==> src/rtl/frm_pkg.sv <==
// ----------------------------------------------------------------------------
// Framed range reading median package
// Shared constants and types for the distance frame parser and its checker.
// ----------------------------------------------------------------------------
`default_nettype none

package frm_pkg;

  localparam int unsigned WindowSizeDefault = 5;

  localparam int unsigned DistW = 16;
  localparam int unsigned CountW = 32;
  localparam int unsigned CfgIdxW = 1;

  localparam logic [7:0] HeaderByte = 8'hFF;

  localparam logic [DistW-1:0] MinDistReset = 16'd30;
  localparam logic [DistW-1:0] MaxDistReset = 16'd4500;

  typedef enum logic [CfgIdxW-1:0] {
    CFG_MIN_DIST = 1'b0,
    CFG_MAX_DIST = 1'b1
  } cfg_idx_e;

  typedef enum logic [1:0] {
    STATUS_GOOD  = 2'd0,
    STATUS_SUM   = 2'd1,
    STATUS_RANGE = 2'd2
  } status_e;

endpackage

`default_nettype wire

==> src/rtl/framed_range_reading_median_top.sv <==
// ----------------------------------------------------------------------------
// Framed range reading median
// Parses header, high, low and sum bytes into distance frames, range checks
// them and keeps the median of a ring window of recent good distances.
// ----------------------------------------------------------------------------
// A byte that does not end a frame leaves the parser ready for the next byte.
// The sum byte of a rejected frame goes straight to the emit state, where its
// transaction is offered once the output register is free. A good frame
// rescans the window with one shared less-than and one shared equality
// comparator: each filled entry in turn is latched as candidate, then the
// smaller and equal values among all filled entries are counted, stopping at
// the median. The input is not ready during that scan. A finished result
// waits in an output register while further bytes are taken.
`default_nettype none

module framed_range_reading_median_top #(
  parameter int unsigned WINDOW_SIZE = frm_pkg::WindowSizeDefault
) (
  input  wire logic                          clk_i,
  input  wire logic                          rst_ni,
  input  wire logic                          cfg_we_i,
  input  wire logic [frm_pkg::CfgIdxW-1:0]   cfg_idx_i,
  input  wire logic [frm_pkg::DistW-1:0]     cfg_wdata_i,
  input  wire logic                          in_valid_i,
  output logic                               in_ready_o,
  input  wire logic [7:0]                    rx_byte_i,
  output logic                               out_valid_o,
  input  wire logic                          out_ready_i,
  output logic [1:0]                         frame_status_o,
  output logic [frm_pkg::DistW-1:0]          frame_distance_o,
  output logic [frm_pkg::DistW-1:0]          median_distance_o,
  output logic                               have_reading_o,
  output logic [frm_pkg::CountW-1:0]         good_frames_o,
  output logic [frm_pkg::CountW-1:0]         bad_frames_o
);

  localparam int unsigned IdxW = (WINDOW_SIZE > 1) ? $clog2(WINDOW_SIZE) : 1;
  localparam int unsigned CntW = $clog2(WINDOW_SIZE + 1);
  localparam logic [IdxW-1:0] LastIdx = IdxW'(WINDOW_SIZE - 1);
  localparam logic [CntW-1:0] FullCnt = CntW'(WINDOW_SIZE);

  typedef enum logic [1:0] {
    POS_HUNT,
    POS_HIGH,
    POS_LOW,
    POS_SUM
  } pos_e;

  typedef enum logic [1:0] {
    ST_IDLE,
    ST_LOAD,
    ST_CMP,
    ST_EMIT
  } st_e;

  st_e                        st_q;
  pos_e                       pos_q;
  logic [7:0]                 high_q;
  logic [7:0]                 low_q;
  logic [frm_pkg::DistW-1:0]  min_q;
  logic [frm_pkg::DistW-1:0]  max_q;
  logic [frm_pkg::DistW-1:0]  win_q [WINDOW_SIZE];
  logic [CntW-1:0]            fill_q;
  logic [IdxW-1:0]            wp_q;
  logic [IdxW-1:0]            i_q;
  logic [IdxW-1:0]            j_q;
  logic [CntW-1:0]            lt_q;
  logic [CntW-1:0]            eq_q;
  logic [frm_pkg::DistW-1:0]  cand_q;
  logic [frm_pkg::DistW-1:0]  med_q;
  logic [frm_pkg::CountW-1:0] good_q;
  logic [frm_pkg::CountW-1:0] bad_q;
  frm_pkg::status_e           status_q;
  logic [frm_pkg::DistW-1:0]  dist_q;

  logic                       out_valid_q;
  logic [1:0]                 out_status_q;
  logic [frm_pkg::DistW-1:0]  out_dist_q;
  logic [frm_pkg::DistW-1:0]  out_med_q;
  logic                       out_have_q;
  logic [frm_pkg::CountW-1:0] out_good_q;
  logic [frm_pkg::CountW-1:0] out_bad_q;

  logic                       in_fire;
  logic                       frame_end;
  logic [frm_pkg::DistW-1:0]  in_dist;
  logic [7:0]                 sum_calc;
  logic                       sum_ok;
  logic                       range_ok;
  logic                       good_frame;
  logic [frm_pkg::DistW-1:0]  rd_data;
  logic [CntW-1:0]            lt_d;
  logic [CntW-1:0]            eq_d;
  logic [CntW:0]              lt_eq_sum;
  logic [CntW-1:0]            mid_pos;
  logic                       scan_last;
  logic                       is_median;
  logic                       out_free;

  assign in_ready_o = (st_q == ST_IDLE);
  assign in_fire    = in_valid_i && in_ready_o;
  assign frame_end  = in_fire && (pos_q == POS_SUM);
  assign in_dist    = {high_q, low_q};
  assign sum_calc   = frm_pkg::HeaderByte + high_q + low_q;
  assign sum_ok     = (sum_calc == rx_byte_i);
  assign range_ok   = (in_dist >= min_q) && (in_dist <= max_q);
  assign good_frame = sum_ok && range_ok;

  assign rd_data   = win_q[j_q];
  assign lt_d      = lt_q + CntW'(rd_data < cand_q);
  assign eq_d      = eq_q + CntW'(rd_data == cand_q);
  assign lt_eq_sum = {1'b0, lt_d} + {1'b0, eq_d};
  assign mid_pos   = fill_q >> 1;
  assign scan_last = ((CntW'(j_q) + CntW'(1)) == fill_q);
  assign is_median = (lt_d <= mid_pos) && ({1'b0, mid_pos} < lt_eq_sum);
  assign out_free  = !out_valid_q || out_ready_i;

  always_ff @(posedge clk_i) begin
    if (frame_end && good_frame) begin
      win_q[wp_q] <= in_dist;
    end
  end

  always_ff @(posedge clk_i or negedge rst_ni) begin
    if (!rst_ni) begin
      st_q         <= ST_IDLE;
      pos_q        <= POS_HUNT;
      high_q       <= '0;
      low_q        <= '0;
      min_q        <= frm_pkg::MinDistReset;
      max_q        <= frm_pkg::MaxDistReset;
      fill_q       <= '0;
      wp_q         <= '0;
      i_q          <= '0;
      j_q          <= '0;
      lt_q         <= '0;
      eq_q         <= '0;
      cand_q       <= '0;
      med_q        <= '0;
      good_q       <= '0;
      bad_q        <= '0;
      status_q     <= frm_pkg::STATUS_GOOD;
      dist_q       <= '0;
      out_valid_q  <= 1'b0;
      out_status_q <= '0;
      out_dist_q   <= '0;
      out_med_q    <= '0;
      out_have_q   <= 1'b0;
      out_good_q   <= '0;
      out_bad_q    <= '0;
    end else begin
      if (cfg_we_i) begin
        case (cfg_idx_i)
          frm_pkg::CFG_MIN_DIST: min_q <= cfg_wdata_i;
          frm_pkg::CFG_MAX_DIST: max_q <= cfg_wdata_i;
          default: ;
        endcase
      end

      if (out_valid_q && out_ready_i && (st_q != ST_EMIT)) begin
        out_valid_q <= 1'b0;
      end

      case (st_q)
        ST_IDLE: begin
          if (in_fire) begin
            case (pos_q)
              POS_HUNT: begin
                if (rx_byte_i == frm_pkg::HeaderByte) begin
                  pos_q <= POS_HIGH;
                end
              end
              POS_HIGH: begin
                high_q <= rx_byte_i;
                pos_q  <= POS_LOW;
              end
              POS_LOW: begin
                low_q <= rx_byte_i;
                pos_q <= POS_SUM;
              end
              default: begin
                pos_q  <= POS_HUNT;
                dist_q <= in_dist;
                if (!sum_ok) begin
                  status_q <= frm_pkg::STATUS_SUM;
                  bad_q    <= bad_q + 1'b1;
                  st_q     <= ST_EMIT;
                end else if (!range_ok) begin
                  status_q <= frm_pkg::STATUS_RANGE;
                  bad_q    <= bad_q + 1'b1;
                  st_q     <= ST_EMIT;
                end else begin
                  status_q <= frm_pkg::STATUS_GOOD;
                  good_q   <= good_q + 1'b1;
                  wp_q     <= (wp_q == LastIdx) ? '0 : wp_q + 1'b1;
                  if (fill_q != FullCnt) begin
                    fill_q <= fill_q + 1'b1;
                  end
                  i_q  <= '0;
                  st_q <= ST_LOAD;
                end
              end
            endcase
          end
        end
        ST_LOAD: begin
          cand_q <= win_q[i_q];
          j_q    <= '0;
          lt_q   <= '0;
          eq_q   <= '0;
          st_q   <= ST_CMP;
        end
        ST_CMP: begin
          lt_q <= lt_d;
          eq_q <= eq_d;
          j_q  <= j_q + 1'b1;
          if (scan_last) begin
            if (is_median) begin
              med_q <= cand_q;
              st_q  <= ST_EMIT;
            end else begin
              i_q  <= i_q + 1'b1;
              st_q <= ST_LOAD;
            end
          end
        end
        ST_EMIT: begin
          if (out_free) begin
            out_valid_q  <= 1'b1;
            out_status_q <= status_q;
            out_dist_q   <= dist_q;
            out_med_q    <= med_q;
            out_have_q   <= (fill_q != '0);
            out_good_q   <= good_q;
            out_bad_q    <= bad_q;
            st_q         <= ST_IDLE;
          end
        end
        default: st_q <= ST_IDLE;
      endcase
    end
  end

  assign out_valid_o       = out_valid_q;
  assign frame_status_o    = out_status_q;
  assign frame_distance_o  = out_dist_q;
  assign median_distance_o = out_med_q;
  assign have_reading_o    = out_have_q;
  assign good_frames_o     = out_good_q;
  assign bad_frames_o      = out_bad_q;

endmodule

`default_nettype wire

==> config.mk <==
export PLATFORM = sky130hd
export DESIGN_NAME = framed_range_reading_median_top
export DESIGN_NICKNAME = d
export VERILOG_FILES = /design/src/rtl/frm_pkg.sv /design/src/rtl/framed_range_reading_median_top.sv
export SDC_FILE = /design/constraint.sdc
export NUM_CORES = 1
export LEC_CHECK = 0
export ABC_AREA = 1
export BUFFER_PORTS_ARGS = -buffer_cell sky130_fd_sc_hd__buf_2
export CAP_MARGIN = 0
export CORE_ASPECT_RATIO = 1.4
export CORE_MARGIN = 8
export CORE_UTILIZATION = 61
export DETAILED_ROUTE_END_ITERATION = 10
export GPL_TIMING_DRIVEN = 0
export PLACE_DENSITY_LB_ADDON = 0.05
export SLEW_MARGIN = 40
export SYNTH_ARGS = -nofsm -noshare
export SYNTH_HDL_FRONTEND = slang
export SYNTH_SLANG_ARGS = --single-unit
==> constraint.sdc <==
create_clock -name clk_i -period 6.1 [get_ports clk_i]
set_clock_uncertainty 0.1 [all_clocks]
set_input_delay 0.305 -clock clk_i [delete_from_list [all_inputs] [get_ports clk_i]]
set_output_delay 0.305 -clock clk_i [all_outputs]
set_load 0.01 [all_outputs]
==> results of run 1 <==
==> final timing paths <==
path	to	startpoint	slack, ns
min in group asynchronous	median_distance_o[3]$_DFFE_PN0P_	rst_ni	0.21
worst max-delay path	med_q[7]$_DFFE_PN0P_	j_q[1]$_DFFE_PN0P_	0.38
max in group asynchronous	bad_frames_o[19]$_DFFE_PN0P_	rst_ni	4.52
worst min-delay path	low_q[5]$_DFFE_PN0P_	rx_byte_i[5]	0.03
worst min register to register	median_distance_o[14]$_DFFE_PN0P_	median_distance_o[14]$_DFFE_PN0P_	0.37
worst max register to register	med_q[7]$_DFFE_PN0P_	j_q[1]$_DFFE_PN0P_	0.38
==> layout make-up <==
cell class	count	area share (%)
diodes	1	0.01195
plain buffers	87	1.907
clock buffers	53	5.320
clock inverters	13	0.6037
inverters	236	4.238
multi-input cells	1419	35.28
flip-flops and latches	364	45.48
well taps	380	2.271
repair buffers	166	4.889
==> tightest hold or removal path, cell delays in order <==
cell	delay (ns)
buf_2	0.13
inv_1	0.09
o21ai_0	0.09
==> cells by family after synthesis <==
logic type	after synthesis	share of synthesized area, %
AND/OR/NAND/NOR	890	19.95
AO/OA/AOI/OAI	366	10.69
flip-flops	364	52.46
buffers and inverters	324	7.081
adder cells (fa/ha/maj)	90	6.288
XOR/XNOR	72	3.475
multiplexers	1	0.05516
==> power groups by stage <==
stage,Sequential [W],Clock (W),Combinational (W)
2_1_floorplan,0.00257,0,0.0000733
3_3_place_gp,0.00257,0,0.000138
3_5_place_dp,0.00257,0,0.000150
4_1_cts,0.00253,0.00234,0.000162
5_1_grt,0.00253,0.00243,0.000186
6_report,0.00253,0.00231,0.000159
==> per-stage QoR <==
stage          worst slack, ns  utilization, %
5_1_grt                0.04936           71.54
6_report                0.3771           71.54
3_5_place_dp           -0.4003           66.52
4_1_cts                0.09981           71.48
2_1_floorplan            1.570               -
3_3_place_gp           -0.4865           65.87
==> sequential cells by signal, summed over array words and instances (netlist names), 16 cells and up <==
signal,cells
good_frames_o,32
frame_distance_o,16
bad_frames_o,32
cand_q,16
min_q,16
good_q,32
max_q,16
win_q,80
med_q,16
dist_q,16
bad_q,32
median_distance_o,16
==> layer usage <==
metal	global-route usage, %	up-vias
met5	0	-
met4	12.38	0
met3	3.455	124
met2	48.50	487
met1	34.05	7223
li1	-	7287
==> synthesized netlist by cell type, drive strengths merged <==
cell and count:
or2 1, a221oi 1, clkbuf 64, a21boi 2, o21ai 249, nor4 17
a21oi 55, o22ai 24, nor3b 1, nor3 39, xor2 63, fa 2
nor4b 1, a21o 1, buf 24, xnor2 9, o21a 1, dfstp 9
a31oi 16, nor2 147, edfxtp 80, clkinv 3, nand3b 2, o211ai 16
mux2i 1, o221ai 1, nand2 590, dfrtp 275, nand4 15, inv 233
ha 88, nand3 77
==> repair_timing <==
action,4_1_cts,5_1_grt
hold buffers,21,0
endpoints found under the hold margin,99,0
gates resized for setup,2,8
setup endpoints to repair,19,19
==> results.cfg, run 1 <==
[routing]
routed-wl-met2_microns = 24840
wire_per_inst_microns = 18.11
drc = 0
vias_per_cell = 5.561
routed_wl_microns = 49240
drtIter0Drc = 1130
drt-pass1-iter-count = 8
vias = 15120
wl_met3_microns = 2418
drtAntennaViolNets = 0
wl_met1_microns = 20120
top_layer_used = met4

[worst_setup_path]
critPathMaxStageDelay_ns = 0.62
cp-end-kind = flip-flop
worstSetupPathType = flip-flop to flip-flop
slowest_stage = dfrtp_1
r2r_cells = 22
crit_path_cell_trace = clkinv_2 > clkbuf_1 > nor2_1 > o21ai_0 > a31oi_1 > ha_1 > nand2_1 > nor4_2 > nor4b_2 > ha_1 > ha_1 > inv_1 > fa_1 > ha_1 > a21boi_0 > o221ai_1 > nand2_1 > inv_1 > nand2_1 > clkbuf_1 > nand2_1 > o21ai_0
worst-path-buf-inv = 5
cp_top_family = simple AND/OR/NAND/NOR gates
arrival_ns = 6.07
worstPathRequired_ns = 6.44
worstSetupStartpointType = flip-flop
cp_max_fo = 10
worst-path-stages = 22

[floorplanning]
die_w_microns = 161.8
die-area_sq_um = 35600
core_sq_um = 29260
start_util_pct = 62.03
die_h_microns = 220.1
rows = 74
io_pins = 131

[cts]
cts_buffers = 36
post_cts.repair.setup_buffers = 0
htree_num_levels = 2
clk_latency_ns = 0.54
numClockSinks = 364
clkTransAtPathRegs_ns = 0.06
cts_tree = yes
clockRootBuffer = clkbuf_16
cts_buffer_depth = 3

[power_and_ir_drop]
p_sw_w = 0.001073
p_comb_share_pct = 3.2
internal-power_w = 0.003928
vdd_drop_max_mv = 0.2745
power.share.sequential_pct = 50.5
p_total_w = 0.005001
powerDensity_nw_per_um2 = 238.9
power.share.clock_pct = 46.3
p_leak_nw = 10.45
swShare_pct = 21.46

[worst_hold_path]
worstHoldPathType = input port to flip-flop
hold_depth = 3

[synth]
synth.net_count = 2227
syn_area_sq_um = 18150
synth_top_area_cell = dfrtp_1
yosysWarnings = 0
synth.top_cell.area_share_pct = 37.92
synth_cell_types = 42
ys_seq_elements = 364
avgSynthCellArea_sq_um = 8.613
ys_seq_area_share_pct = 52.46
yosys-top-cells-area = dfrtp_1 38%, edfxtp_1 13%, nand2_1 12%
synthCells = 2107

[placement]
dp.cells = 2632
place_area_sq_um = 19460
gp_congestion = 0.9211
port_buffers = 130
dp_hpwl_microns = 36060

[cells_and_area]
area_growth_pct = 15.35
regArea_sq_um = 9520
layout_commonest_cell = nand2_1
multiInputGateArea_sq_um = 7385
final_cell_mix = 587 x nand2_1, 275 x dfrtp_1, 246 x o21ai_0, 229 x inv_1, 145 x nor2_1
fill_cells = 2285
nNetsFinal = 2430
fin_cells = 2719
fin_area_sq_um = 20930
drive_above_1_share_pct = 10.74

[timing]
clock.fmax_ghz = 0.1747
slew_headroom_pct = 44.63
fin_crit_ns = 5.723
grt_setup_unrepaired = false
hold_viol = 0
worstMarginPinSlew_ns = 0.8306
finalSetupTns_ns = 0
whs_ns = 0.02546
layout_worst_path_cycle_share_pct = 93.82
setup_violations = 0
final_max_slew_viol_count = 0

[grt]
antenna_found_initial = 1
grt_overflow = 0
grt_pass1_vias = 15360
grt_pass1_wl_microns = 79250
grt_max_degree = 77
gr-usage-all-layers_pct = 27.78

[run_status]
outcome = finished, final reports clean

[run]
cap_violations = 0
No activity file was read; power rests on OpenSTA's default activity.
==> inputs of run 2 (changes only) <==
--- a/config.mk
+++ b/config.mk
@@ -13,7 +13,7 @@
 export CORE_UTILIZATION = 61
 export DETAILED_ROUTE_END_ITERATION = 10
 export GPL_TIMING_DRIVEN = 0
-export PLACE_DENSITY_LB_ADDON = 0.05
+export PLACE_DENSITY = 0.81
 export SLEW_MARGIN = 40
 export SYNTH_ARGS = -nofsm -noshare
 export SYNTH_HDL_FRONTEND = slang
==> run 2 against run 1 <==
Final cell count shrank 0.22%. Highest routed layer unchanged. Worst setup slack gained 0.063 ns. Critical endpoint is now med_q[8]$_DFFE_PN0P_. Sequential share of layout area grew 0.27 points.
==> results.cfg, run 2 (synthesis results as in run 1) <==
[cells_and_area]
regArea_sq_um = 9520
multiInputGateArea_sq_um = 7378
final_cell_mix = 587 x nand2_1, 275 x dfrtp_1, 246 x o21ai_0, 229 x inv_1, 145 x nor2_1
largest_reg_flops = 80
area_growth_pct = 14.67
max_flop_register = win_q
fill_cells = 2259
layout_commonest_cell = nand2_1
n_antenna_cell = 0
nNetsFinal = 2429
drive_above_1_share_pct = 10.29

[floorplanning]
core_sq_um = 29260
io_pins = 131
start_util_pct = 62.03
die_h_microns = 220.1
die_w_microns = 161.8
die-area_sq_um = 35600
rows = 74

[timing]
slew_headroom_pct = 48.50
finalSetupTns_ns = 0
final_max_slew_viol_count = 0
clock.fmax_ghz = 0.1767
setup_violations = 0
hold_viol = 0
layout_worst_path_cycle_share_pct = 92.78
fin_crit_ns = 5.660
grt_setup_unrepaired = false
worstMarginPinSlew_ns = 0.7725
finalWorstSetupSlack_ns = 0.4402

[placement]
dp_hpwl_microns = 36250
port_buffers = 130
pre_cts_ws_ns = -0.009165
gp_congestion = 0.9303

[routing]
wire_per_inst_microns = 17.92
vias_per_cell = 5.649
vias = 15330
drtIter0Drc = 1377
drt-pass1-iter-count = 6
drc = 0
routed_wl_microns = 48630
drtAntennaViolNets = 0

[cts]
clockRootBuffer = clkbuf_16
post_cts.repair.setup_buffers = 0
cts_buffer_depth = 3
htree_num_levels = 2
clk_latency_ns = 0.53
cts_buffers = 35
cts_tree = yes
numClockSinks = 364
clkTransAtPathRegs_ns = 0.06

[worst_setup_path]
slowest_stage = clkbuf_1
worstPathRequired_ns = 6.45
worstSetupStartpointType = flip-flop
worst-path-buf-inv = 6
cp_max_fo = 10
cp_top_family = buffers and inverters
worstSetupPathType = flip-flop to flip-flop
crit_path_cell_trace = inv_1 > clkbuf_1 > clkbuf_1 > o21ai_0 > a31oi_1 > ha_1 > nand2_1 > nor4_1 > nor4b_2 > ha_1 > ha_1 > inv_1 > fa_1 > ha_1 > a21boi_0 > o221ai_1 > nand2_1 > inv_1 > nand2_1 > clkbuf_1 > nand2_1 > o21ai_0
arrival_ns = 6.01
cp-end-kind = flip-flop
critPathMaxStageDelay_ns = 0.52

[power_and_ir_drop]
powerDensity_nw_per_um2 = 232.6
vdd_drop_max_mv = 0.2644
p_leak_nw = 10.38

[run_status]
outcome = finished, final reports clean

[grt]
grt_pass1_vias = 15350
grt_max_degree = 76
gr-usage-all-layers_pct = 27.37
grt_pass1_wl_microns = 78400
grt_overflow = 0
antenna_found_initial = 0

[worst_hold_path]
worstHoldPathType = input port to flip-flop

[run]
cap_violations = 0
## run 2: repair_timing
| item | in CTS | in global routing |
|---|---|---|
| pin swaps | 0 | 0 |
| resized for setup | 1 | 3 |
| hold buffers | 20 | 0 |
| hold endpoints to repair | 140 | 0 |
| endpoints found under the setup margin | 3 | 19 |
## run 2: layer usage
metal / track usage (%) / up-vias / routed length [microns]
met5: 0 / - / 0
met4: 12.62 / 0 / 2098
met3: 4.034 / 142 / 3017
met2: 49.12 / 606 / 24760
met1: 31.81 / 7296 / 18750
li1: - / 7281 / -
## run 2: final cells by class
class / count / area share, %
multi-input combinational: 1419 / 35.46
buffer: 87 / 1.906
clock buffer: 47 / 4.569
timing repair buffer: 166 / 5.002
tap: 380 / 2.285
inverter: 236 / 4.257
clock inverter: 14 / 0.7756
sequential: 364 / 45.75
## run 2: report_power, final
group | leakage (nW) | switching (W) | internal (W)
clock network | 0.543 | 0.000921 | 0.00123
registers | 4.61 | 0.0000159 | 0.00251
logic | 5.23 | 0.000106 | 0.0000585
## run 2: worst register-to-register path: stages, from the launching register on
cell	delay, ns
dfrtp_1	0.40
inv_1	0.09
clkbuf_1	0.39
clkbuf_1	0.53
o21ai_0	0.19
a31oi_1	0.30
ha_1	0.21
nand2_1	0.09
nor4_1	0.39
nor4b_2	0.37
ha_1	0.32
ha_1	0.20
inv_1	0.08
fa_1	0.40
ha_1	0.28
a21boi_0	0.19
o221ai_1	0.14
nand2_1	0.12
inv_1	0.07
nand2_1	0.16
clkbuf_1	0.36
nand2_1	0.10
o21ai_0	0.09
## run 2: worst paths after layout
| kind | from | endpoint | slack [ns] | cells past startpoint |
|---|---|---|---|---|
| hold / removal | rx_byte_i[6] | low_q[6]$_DFFE_PN0P_ | 0.02 | 3 |
| setup / recovery | j_q[0]$_DFFE_PN0P_ | med_q[8]$_DFFE_PN0P_ | 0.44 | 22 |
| min in group asynchronous | rst_ni | good_frames_o[24]$_DFFE_PN0P_ | 0.17 | 2 |
| max in group asynchronous | rst_ni | median_distance_o[4]$_DFFE_PN0P_ | 4.69 | 4 |
| setup reg to reg | j_q[0]$_DFFE_PN0P_ | med_q[8]$_DFFE_PN0P_ | 0.44 | 22 |
| hold reg to reg | med_q[7]$_DFFE_PN0P_ | median_distance_o[7]$_DFFE_PN0P_ | 0.37 | 2 |
## run 2: through the flow
step | utilization, % | hold slack (ns) | area, sq um | power [W] | instances
final | 71.13 | 0.01976 | 20810 | 0.004840 | 2713
after global placement | 65.87 | 0.3533 | 19270 | 0.002709 | 2617
after CTS | 71.12 | 0.001309 | 20810 | 0.004865 | 2714
after global routing | 71.13 | 0.02303 | 20810 | 0.004986 | 2713
after floorplan | - | -0.09059 | 18150 | 0.002641 | 2107
after detailed placement | 66.61 | 0.1418 | 19490 | 0.002727 | 2633
==> inputs of run 3 (changes only) <==
--- a/config.mk
+++ b/config.mk
@@ -8,12 +8,14 @@
 export ABC_AREA = 1
 export BUFFER_PORTS_ARGS = -buffer_cell sky130_fd_sc_hd__buf_2
 export CAP_MARGIN = 0
+export CELL_PAD_IN_SITES_DETAIL_PLACEMENT = 1
+export CELL_PAD_IN_SITES_GLOBAL_PLACEMENT = 2
 export CORE_ASPECT_RATIO = 1.4
 export CORE_MARGIN = 8
-export CORE_UTILIZATION = 61
+export CORE_UTILIZATION = 37
 export DETAILED_ROUTE_END_ITERATION = 10
 export GPL_TIMING_DRIVEN = 0
-export PLACE_DENSITY = 0.81
+export PLACE_DENSITY_LB_ADDON = 0.1
 export SLEW_MARGIN = 40
 export SYNTH_ARGS = -nofsm -noshare
 export SYNTH_HDL_FRONTEND = slang
==> run 3 against run 2 <==
Via count shrank 2.3%. Combinational power is essentially flat. Final area grew 2.5%. Final cell count grew 9.7%. First-iteration DRC count shrank 57%. Highest routed layer unchanged. Critical path depth is the same. Sequential share of layout area shrank 1.1 points. Largest cell class unchanged. Largest power group unchanged.
==> results.cfg, run 3 (synthesis results as in run 1) <==
[floorplanning]
start_util_pct = 37.21
die_w_microns = 203.2
die-area_sq_um = 56490
die_h_microns = 278.0
core_sq_um = 48770
io_pins = 131
rows = 96

[worst_setup_path]
worstSetupStartpointType = flip-flop
arrival_ns = 6.03
cp_max_fo = 12
crit_path_cell_trace = inv_1 > clkbuf_1 > o21ai_0 > a31oi_1 > ha_1 > nand3_1 > o211ai_1 > nand2_1 > o211ai_1 > a221oi_1 > ha_1 > ha_1 > inv_1 > fa_1 > ha_1 > a21boi_0 > o221ai_1 > nand2_1 > inv_1 > nand2_1 > clkbuf_1 > o21ai_0
cp_common_cell = ha_1
worstSetupPathType = flip-flop to flip-flop
cp-end-kind = flip-flop
slowest_stage = clkbuf_1
worst-path-buf-inv = 5
cp_top_family = compound AO/OA/AOI/OAI gates
worstPathRequired_ns = 6.41
critPathMaxStageDelay_ns = 0.47

[timing]
hold_viol = 0
slew_headroom_pct = 51.99
finalWorstSetupSlack_ns = 0.3773
grt_setup_unrepaired = false
layout_worst_path_cycle_share_pct = 93.81
worstMarginPinSlew_ns = 0.7201
fin_crit_ns = 5.723
setup_violations = 0
clock.fmax_ghz = 0.1747
final_max_slew_viol_count = 0
finalSetupTns_ns = 0

[run]
cap_violations = 0

[power_and_ir_drop]
power.share.sequential_pct = 50.0
swShare_pct = 21.76
p_comb_share_pct = 3.3
p_total_w = 0.005061
vdd_drop_max_mv = 0.1875
p_leak_nw = 10.48
power.share.clock_pct = 46.8
internal-power_w = 0.003960
powerDensity_nw_per_um2 = 237.3
p_sw_w = 0.001101

[grt]
use_met1_pct = 24.61
gr-usage-all-layers_pct = 20.45
grt_max_degree = 74
antenna_found_initial = 1
grt_use_met3_pct = 2.444
grt_overflow = 0
grt_util_met2_pct = 37.21
top_usage_layer = met2
grt_pass1_wl_microns = 92370
grt_pass1_vias = 16400

[routing]
drc = 0
wire_per_inst_microns = 19.29
drtAntennaViolNets = 0
routed_wl_microns = 57410
drtIter0Drc = 597
drt-pass1-iter-count = 5
vias_per_cell = 5.031
vias = 14980

[cells_and_area]
fill_cells = 5843
regArea_sq_um = 9522
layout_commonest_cell = nand2_1
multiInputGateArea_sq_um = 7393
final_core_util_pct = 43.73
largest_reg_flops = 80
drive_above_1_share_pct = 10.64
final_cell_mix = 587 x nand2_1, 274 x dfrtp_1, 246 x o21ai_0, 229 x inv_1, 145 x nor2_1
nNetsFinal = 2435
max_flop_register = win_q
fin_cells = 2977
n_antenna_cell = 0
area_growth_pct = 17.51

[cts]
numClockSinks = 364
clk_latency_ns = 0.55
clkTransAtPathRegs_ns = 0.06
htree_num_levels = 2
cts_buffers = 39
clockRootBuffer = clkbuf_16
cts_buffer_depth = 3
cts_tree = yes

[worst_hold_path]
worstHoldPathType = input port to flip-flop

[run_status]
outcome = finished, final reports clean

[placement]
dp_hpwl_microns = 44150
dp.cells = 2891
gp_congestion = 0.8517
pre_cts_ws_ns = -0.6330
port_buffers = 130
## run 3: cell types whose count changed in the layout (fill, tap and decap cells not counted), moves of 2 or more
cell           previous run  this run
clkinv_2                  6         2
inv_6                     2         0
clkbuf_16                35        42
buf_2                   141       138
dlygate4sd3_1            20        22
buf_4                     9        12
clkbuf_2                  1         6
## run 3: per-stage QoR
stage          area [sq um]  hold slack, ns
2_1_floorplan         18150        -0.09059
6_report              21320         0.02879
5_1_grt               21320         0.02748
4_1_cts               21310        0.001779
3_3_place_gp          19600          0.3537
3_5_place_dp          19840         0.08984
## run 3: final cells by class
cell class | instances | area share [%]
Buffer | 86 | 1.872
Clock buffer | 60 | 5.433
Clock inverter | 6 | 0.4107
Inverter | 236 | 4.160
Multi-Input combinational cell | 1419 | 34.67
Sequential cell | 364 | 44.65
Tap cell | 637 | 3.738
Timing Repair Buffer | 169 | 5.064
## run 3: timing repair
action | 4_1_cts | 5_1_grt
hold buffers | 22 | 0
hold endpoints to repair | 182 | 0
gates resized for setup | 5 | 8
setup endpoints to repair | 20 | 18
setup buffers | 0 | 0
## run 3: tightest hold or removal path, stage by stage
cell,delay [ns]
buf_2,0.12
inv_1,0.09
o21ai_0,0.10
## run 3: metal layers
layer / wire, microns / vias up / share of wire, %
li1: - / 7277 / -
met1: 24230 / 7386 / 42
met4: 1711 / 0 / 3.0
met5: 0 / - / 0
met3: 1745 / 86 / 3.0
met2: 29720 / 229 / 52
## run 3: path summary, 6_finish.rpt
path / from / endpoint / slack, ns / cells past startpoint
hold reg to reg: med_q[8]$_DFFE_PN0P_ / median_distance_o[8]$_DFFE_PN0P_ / 0.37 / 2
setup reg to reg: j_q[0]$_DFFE_PN0P_ / med_q[14]$_DFFE_PN0P_ / 0.38 / 22
setup / recovery: j_q[0]$_DFFE_PN0P_ / med_q[14]$_DFFE_PN0P_ / 0.38 / 22
min in group asynchronous: rst_ni / cand_q[2]$_DFFE_PN0P_ / 0.11 / 2
max in group asynchronous: rst_ni / good_q[1]$_DFFE_PN0P_ / 4.75 / 4
hold / removal: rx_byte_i[0] / low_q[0]$_DFFE_PN0P_ / 0.03 / 3
## run 3: power by group through the flow
stage | Combinational (W) | Sequential [W] | Clock [W]
6_report | 0.000166 | 0.00253 | 0.00237
5_1_grt | 0.000196 | 0.00253 | 0.00252
4_1_cts | 0.000172 | 0.00253 | 0.00244
3_5_place_dp | 0.000162 | 0.00257 | 0
3_3_place_gp | 0.000143 | 0.00257 | 0
2_1_floorplan | 0.0000733 | 0.00257 | 0
